===== src/sv/dft_pkg.sv =====
// Shared types and constants for the display frame translator.
// Used by dft_cell, dft_check and display_frame_translator; depends on nothing.
package dft_pkg;

  localparam int WIN_LEN = 11;
  localparam int CNT_W   = $clog2(WIN_LEN + 1);

  typedef logic [7:0]                byte_t;
  typedef logic [WIN_LEN-1:0][7:0]   frame_t;
  typedef logic [CNT_W-1:0]          count_t;

  localparam byte_t START_BYTE = 8'h80;
  localparam byte_t STOP_BYTE  = 8'h81;
  localparam byte_t PAD_BYTE   = 8'h00;

  localparam logic [6:0] ASCII_SPACE = 7'd32;
  localparam logic [6:0] ASCII_DASH  = 7'd45;
  localparam byte_t      ASCII_ZERO  = 8'd48;
  localparam byte_t      DASH_DIGIT  = 8'd3;
  localparam byte_t      BLANK_DIGIT = 8'h7f;

  typedef enum logic [1:0] {
    AREA_CLEAR_FUNC = 2'd0,
    AREA_BLANK      = 2'd1,
    AREA_KEEP_A     = 2'd2,
    AREA_KEEP_B     = 2'd3
  } area_t;

  // Control for one byte cell of a shifting row.
  typedef struct packed {
    logic shift;
    logic load;
  } cell_ctrl_t;

  // Result of testing and translating the window for the incoming byte.
  typedef struct packed {
    logic       hit;
    logic [6:0] check;
    logic       bf_update;
    logic [6:0] bf;
    frame_t     frame;
  } check_res_t;

endpackage


===== src/sv/dft_cell.sv =====
// One byte cell of a shifting row: parallel load or take the neighbour's byte.
// Depends on dft_pkg.
module dft_cell (
  input  logic                clk,
  input  logic                rst,
  input  dft_pkg::cell_ctrl_t ctrl,
  input  dft_pkg::byte_t      load_data,
  input  dft_pkg::byte_t      shift_in,
  output dft_pkg::byte_t      data
);

  always_ff @(posedge clk) begin
    if (rst) begin
      data <= '0;
    end else if (ctrl.load) begin
      data <= load_data;
    end else if (ctrl.shift) begin
      data <= shift_in;
    end
  end

endmodule


===== src/sv/dft_check.sv =====
// Frame detection, check test and digit translation for the byte about to enter.
// Depends on dft_pkg.
module dft_check (
  input  dft_pkg::frame_t     win,
  input  dft_pkg::byte_t      in_byte,
  input  logic [6:0]          last_check,
  input  logic [6:0]          last_bf,
  output dft_pkg::check_res_t res
);

  // Space reads as zero; a dash reads as three only where allowed.
  function automatic dft_pkg::byte_t conv_digit(input logic [6:0] v, input logic dash_ok);
    dft_pkg::byte_t r;
    if (v == dft_pkg::ASCII_SPACE) begin
      r = '0;
    end else if (dash_ok && v == dft_pkg::ASCII_DASH) begin
      r = dft_pkg::DASH_DIGIT;
    end else begin
      r = {1'b0, v} - dft_pkg::ASCII_ZERO;
    end
    return r;
  endfunction

  logic [6:0]     sum;
  logic [6:0]     chk_in;
  logic [6:0]     h_raw, t_raw, u_raw, t_sel, u_sel, b_raw, f_raw, s_raw;
  logic [1:0]     area;
  dft_pkg::byte_t h, t, u, b, f, s, a, chk_out;

  // After the shift the window's oldest byte is win[1] and data bytes are win[2..9].
  always_comb begin
    sum = '0;
    for (int k = 2; k < dft_pkg::WIN_LEN - 1; k++) begin
      sum = sum ^ win[k][6:0];
    end
    chk_in = win[dft_pkg::WIN_LEN-1][6:0];
    h_raw  = win[3][6:0];
    t_raw  = win[4][6:0];
    u_raw  = win[5][6:0];
    b_raw  = win[6][6:0];
    f_raw  = win[7][6:0];
    s_raw  = win[8][6:0];
    area   = win[9][1:0];

    if (u_raw == 7'd0) begin
      u_sel = t_raw;
      t_sel = h_raw;
    end else begin
      u_sel = u_raw;
      t_sel = t_raw;
    end

    h = '0;
    t = conv_digit(t_sel, 1'b1);
    u = conv_digit(u_sel, 1'b0);
    f = {1'b0, f_raw};
    s = {1'b0, s_raw};
    a = {6'd0, area};

    case (dft_pkg::area_t'(area))
      dft_pkg::AREA_CLEAR_FUNC: f = '0;
      dft_pkg::AREA_BLANK: begin
        h = dft_pkg::BLANK_DIGIT;
        t = dft_pkg::BLANK_DIGIT;
        u = dft_pkg::BLANK_DIGIT;
      end
      default: ;
    endcase

    res.bf_update = (b_raw != 7'd0);
    res.bf        = b_raw;
    b             = res.bf_update ? {1'b0, b_raw} : {1'b0, last_bf};

    chk_out = h ^ t ^ u ^ b ^ f ^ s ^ a;

    res.hit   = (win[1] == dft_pkg::START_BYTE) && (in_byte == dft_pkg::STOP_BYTE) &&
                (chk_in == sum) && (chk_in != last_check);
    res.check = chk_in;

    res.frame[0]  = dft_pkg::START_BYTE;
    res.frame[1]  = dft_pkg::PAD_BYTE;
    res.frame[2]  = h;
    res.frame[3]  = t;
    res.frame[4]  = u;
    res.frame[5]  = b;
    res.frame[6]  = f;
    res.frame[7]  = s;
    res.frame[8]  = a;
    res.frame[9]  = chk_out;
    res.frame[10] = dft_pkg::STOP_BYTE;
  end

endmodule


===== src/sv/display_frame_translator.sv =====
// Top level of the display frame translator: window row, output row and check logic.
// Depends on dft_pkg, dft_cell and dft_check.
//
// Usage. Serial bytes arrive on the input channel (in_valid, in_stall, in_byte),
// one transaction per byte. They shift through an eleven-cell window row. When
// the byte being accepted closes a valid frame (start byte, eight data bytes,
// matching check that differs from the previous accepted check, stop byte), the
// translated eleven-byte frame is loaded in the same cycle into a second row of
// cells, the output row, and then shifted out one byte per transaction on the
// output channel (out_valid, out_stall, out_byte, frame_end). frame_end marks the
// closing stop byte.
// Latency: the first output byte is offered the cycle after the closing input
// byte is accepted; the frame takes eleven output transactions.
// Throughput: one input byte per cycle. The output row holds a single frame, so
// while it is still emptying, in_stall rises only when the next byte could close
// another frame (the window byte that would become oldest is a start byte) and
// the last byte of the previous frame is not leaving in the same cycle; otherwise
// input keeps flowing at one byte a cycle.
// A stalled receiver simply holds the output row; nothing is lost.
// Reset (rst, synchronous) clears the window to zero, the output row count and
// the remembered check and basic-function values.
module display_frame_translator (
  input  logic           clk,
  input  logic           rst,
  input  logic           in_valid,
  output logic           in_stall,
  input  dft_pkg::byte_t in_byte,
  output logic           out_valid,
  input  logic           out_stall,
  output dft_pkg::byte_t out_byte,
  output logic           frame_end
);

  dft_pkg::frame_t     win;
  dft_pkg::frame_t     emit;
  dft_pkg::count_t     count;
  dft_pkg::count_t     count_next;
  logic [6:0]          last_check;
  logic [6:0]          last_bf;
  dft_pkg::check_res_t res;
  dft_pkg::cell_ctrl_t win_ctrl;
  dft_pkg::cell_ctrl_t emit_ctrl;
  logic                in_acc;
  logic                out_acc;
  logic                load;

  // The output row is busy until its count drains to zero, or its last byte is
  // leaving in this cycle. Only a byte that might close a frame has to wait for it.
  assign in_stall = (count != '0) && !(frame_end && out_acc) &&
                    (win[1] == dft_pkg::START_BYTE);
  assign in_acc   = in_valid && !in_stall;
  assign out_valid = (count != '0);
  assign out_acc   = out_valid && !out_stall;
  assign out_byte  = emit[0];
  assign frame_end = (count == dft_pkg::count_t'(1));
  assign load      = in_acc && res.hit;

  assign win_ctrl.shift  = in_acc;
  assign win_ctrl.load   = 1'b0;
  assign emit_ctrl.shift = out_acc;
  assign emit_ctrl.load  = load;

  dft_check u_check (
    .win        (win),
    .in_byte    (in_byte),
    .last_check (last_check),
    .last_bf    (last_bf),
    .res        (res)
  );

  // Window row: the newest byte enters at the top cell, the oldest sits in cell 0.
  for (genvar i = 0; i < dft_pkg::WIN_LEN; i++) begin : g_win
    dft_cell u_cell (
      .clk       (clk),
      .rst       (rst),
      .ctrl      (win_ctrl),
      .load_data (dft_pkg::PAD_BYTE),
      .shift_in  ((i == dft_pkg::WIN_LEN - 1) ? in_byte : win[(i + 1) % dft_pkg::WIN_LEN]),
      .data      (win[i])
    );
  end

  // Output row: loaded in parallel with a translated frame, emptied from cell 0.
  for (genvar i = 0; i < dft_pkg::WIN_LEN; i++) begin : g_emit
    dft_cell u_cell (
      .clk       (clk),
      .rst       (rst),
      .ctrl      (emit_ctrl),
      .load_data (res.frame[i]),
      .shift_in  ((i == dft_pkg::WIN_LEN - 1) ? dft_pkg::PAD_BYTE :
                  emit[(i + 1) % dft_pkg::WIN_LEN]),
      .data      (emit[i])
    );
  end

  always_comb begin
    count_next = count;
    if (load) begin
      count_next = dft_pkg::count_t'(dft_pkg::WIN_LEN);
    end else if (out_acc) begin
      count_next = count - dft_pkg::count_t'(1);
    end
  end

  always_ff @(posedge clk) begin
    if (rst) begin
      count      <= '0;
      last_check <= '0;
      last_bf    <= '0;
    end else begin
      count <= count_next;
      if (load) begin
        last_check <= res.check;
        if (res.bf_update) begin
          last_bf <= res.bf;
        end
      end
    end
  end

`ifndef NO_ASSERTIONS
  // A new frame may only be loaded into an output row that is empty or losing its
  // last byte in the same cycle.
  a_load_empty: assert property (@(posedge clk) disable iff (rst)
    load |-> ((count == '0) || (frame_end && out_acc)))
    else $error("frame loaded while output row busy");

  // A loaded frame offers all eleven bytes next cycle.
  a_load_count: assert property (@(posedge clk) disable iff (rst)
    load |=> (count == dft_pkg::count_t'(dft_pkg::WIN_LEN)) && out_valid)
    else $error("output count wrong after load");

  // The closing byte of every emitted frame is the stop byte.
  a_end_stop: assert property (@(posedge clk) disable iff (rst)
    (out_valid && frame_end) |-> (out_byte == dft_pkg::STOP_BYTE))
    else $error("frame_end not on stop byte");

  // The count never exceeds one frame.
  a_count_range: assert property (@(posedge clk) disable iff (rst)
    count <= dft_pkg::count_t'(dft_pkg::WIN_LEN))
    else $error("output count out of range");

  // The remembered check only changes on a load.
  a_check_hold: assert property (@(posedge clk) disable iff (rst)
    !load |=> $stable(last_check))
    else $error("last check changed without a frame");
`endif

endmodule


===== config.mk =====
export PLATFORM = sky130hd
export DESIGN_NAME = display_frame_translator
export DESIGN_NICKNAME = d
export VERILOG_FILES = /design/src/sv/dft_pkg.sv /design/src/sv/dft_cell.sv /design/src/sv/dft_check.sv /design/src/sv/display_frame_translator.sv
export SDC_FILE = /design/constraint.sdc
export NUM_CORES = 1
export LEC_CHECK = 0
export ABC_CLOCK_PERIOD_IN_PS = 3600
export BUFFER_PORTS_ARGS = -buffer_cell sky130_fd_sc_hd__buf_2
export CAP_MARGIN = 20
export CORE_MARGIN = 2
export CORE_UTILIZATION = 45
export DETAILED_ROUTE_END_ITERATION = 10
export PLACE_DENSITY = 0.57
export SYNTH_ARGS = -nofsm -noshare
export SYNTH_HDL_FRONTEND = slang
export SYNTH_SLANG_ARGS = --single-unit

===== constraint.sdc =====
create_clock -name clk -period 3.6 [get_ports clk]
set_clock_uncertainty 0.05 [all_clocks]
set_input_delay 0 -clock clk [delete_from_list [all_inputs] [get_ports clk]]
set_output_delay 0 -clock clk [all_outputs]
set_load 0.05 [all_outputs]

==> qor.yml <==
status:
  status: "finished clean"
min_path:
  hp-class: "primary input to register"
route:
  drc: 0
  drt_pass1_iterations: 5
  wl_per_cell_um: 16.07
  ant_nets: 0
  viasPerCell: 5.393
  route.vias.total: 7033
  dr.first_iter.drc_count: 458
  routed_wl_um: 20960
yosys:
  ys.flop_type: "dfxtp_1"
  yosys.area.top_type_share: 0.4183
  synth_top_area_cell: "dfxtp_1"
  yosysMostFrequentCell: "nand2_1"
  synth_seq_cells: 179
  synth.distinct_cells: 60
  ys.warnings.count: 0
  syn_area_um2: 8567
  netlist_instances: 1069
  synthesis.nets: 1087
  synth_edf_count: 0
  ys_seq_area_frac: 0.4183
  ys_top_cells_by_area: "dfxtp_1, nand2_1, a21oi_1"
  synthArstFlopShare: 0
  ys_top_cells_by_count: "nand2_1, dfxtp_1, a21oi_1"
  avgSynthCellArea_um2: 8.014
critical_path:
  start_kind: "register"
  slowest_stage: "a2111oi_0"
  cp_data_arrival_time_ns: 3.55
  worstSetupEndpointType: "register"
  required_ns: 3.83
  crit_chain: "xor2_1 > xnor3_1 > xnor2_1 > nor4_1 > nand3_2 > buf_4 > a2111oi_0 > a211oi_1"
  slowest_delay_ns: 0.67
  crit_fanout: 44
  worst-path-buf-inv: 1
  cpLargestDelayFamily: "XOR/XNOR gates"
  critical_path_class: "register to register"
timing:
  rsz0062_at_grt: "false"
  slew_viol_final: 0
  min_period_over_period: 0.9215
  setup_viol: 0
  worst_pin_slew_ns: 0.8290
  finalHoldViolCount: 0
  finalCriticalPeriod_ns: 3.317
  slew_headroom: 0.4473
  max_freq_mhz: 301.4
  tns_ns: 0
place:
  hpwl_um: 13760
  numPortBuffers: 22
  place_congestion: 0.8711
  dpl-instance-area_um2: 8876
die:
  rows: 50
  die_area_um2: 20160
  initial_utilization: 0.4580
  die_w_um: 142.0
  io_pins: 23
  core_area_um2: 18710
  dieHeight_um: 142.0
layout:
  fillers: 1813
  layout.nets: 1075
  postLayoutCoreUtil: 0.5128
  insertedDiodeCount: 0
  area_delta_synth_final_pct: 11.98
  drive_gt1_frac: 0.09720
  final_cell_area_um2: 9593
clock_network:
  cts.sinks: 179
  numCtsBuffers: 17
  htree_levels: 4
  cts_max_path_buffers: 2
  clk_latency_ns: 0.44
  post_cts_buffers: 0
  clkTransAtPathRegs_ns: 0.07
  cts_tree: "built"
  cts_root_buf: "clkbuf_16"
pwr:
  p_per_area_nw_per_um2: 490.8
  power_mw: 4.709
  leakagePower_nw: 3.365
  irDropWorstVdd_uv: 336.3
global_route:
  grt_pass1_vias: 6650
  grt_max_degree: 91
  grt_first_pass_wirelength_um: 34820
  grtUsageTotal: 0.2162
  antenna_found_initial: 0
  gr-total-overflow: 0
flow_run:
  maxCapViolCount: 0
power by group:
| part | switching (mW) | total [mW] | leakage, nW | internal [mW] |
|---|---|---|---|---|
| clock | 0.820 | 1.87 | 0.287 | 1.05 |
| combinational | 0.563 | 0.793 | 1.63 | 0.230 |
| sequential | 0.0318 | 2.04 | 1.44 | 2.01 |
worst paths after layout:
path                            cells after the start                       end  slack [ns]                     start
worst max-delay path                                8  g_emit[4].u_cell.data[0]        0.28   g_win[9].u_cell.data[0]
worst min-delay path                                2   g_win[1].u_cell.data[3]        0.09                       rst
worst min register to register                      2  g_emit[1].u_cell.data[0]        0.40  g_emit[2].u_cell.data[0]
worst max register to register                      8  g_emit[4].u_cell.data[0]        0.28   g_win[9].u_cell.data[0]
per-stage QoR:
step,hold WS (ns),worst slack [ns],instances
2_1_floorplan,0.08596,0.2582,1069
3_3_place_gp,0.2062,0.3131,1260
3_5_place_dp,0.2091,0.3071,1260
4_1_cts,0.08146,0.2675,1304
5_1_grt,0.1244,0.08051,1304
6_report,0.08864,0.2826,1304
what timing repair did:
item / 4_1_cts / 5_1_grt
hold buffers: 12 / 0
gates resized for setup: 0 / 1
endpoints found under the hold margin: 12 / 0
endpoints found under the setup margin: 0 / 1
per-layer routing:
layer	global-route usage	routed length, um	share of wire
met2	0.3533	9784	0.47
met4	0.05895	287	0.014
met3	0.03264	583	0.028
met5	0	0	0
met1	0.2995	10300	0.49
cell usage in the layout, fill, tap and decap left out, drive strengths merged, types with 7 or more instances in the layout:
cell type      n
a21boi         7
clkbuf        19
xnor3          7
mux2i         22
dlygate4sd3   12
xnor2         55
o21ai         13
dfxtp        179
and3          27
nand2        308
nor4           9
nand3         11
buf           53
nand2b        18
nor2          23
inv           13
a211oi        40
nor3          10
a21oi        139
a311oi        10
nor4b          7
xor2          17
area by class of cell:
| cell class | count | area [um2] | share of cell area |
|---|---|---|---|
| Multi-Input combinational cell | 786 | 4579 | 0.4774 |
| Sequential cell | 179 | 3583 | 0.3735 |
| Timing Repair Buffer | 65 | 515.5 | 0.05374 |
| Clock buffer | 19 | 442.9 | 0.04617 |
| Tap cell | 234 | 292.8 | 0.03052 |
| Clock inverter | 13 | 148.9 | 0.01552 |
| Inverter | 8 | 30.03 | 0.003130 |
flip-flops by register name (all words and copies together) (netlist names):
| name | flops |
|---|---|
| count | 4 |
| g_emit.u_cell.data | 81 |
| g_win.u_cell.data | 80 |
| last_bf | 7 |
| last_check | 7 |
cells by family (layout without fill, tap and decap cells):
group                    Yosys count  after routing  synth area share
AND/OR/NAND/NOR                  440            440            0.2287
AO/OA/AOI/OAI                    238            238            0.1726
flip-flops                       179            179            0.4183
buffers and inverters            104            105           0.05214
XOR/XNOR                          79             79           0.09201
multiplexers                      23             23           0.02746
adder cells (fa/ha/maj)            6              6          0.008763
Note: power is estimated with default switching activity, not from simulation.
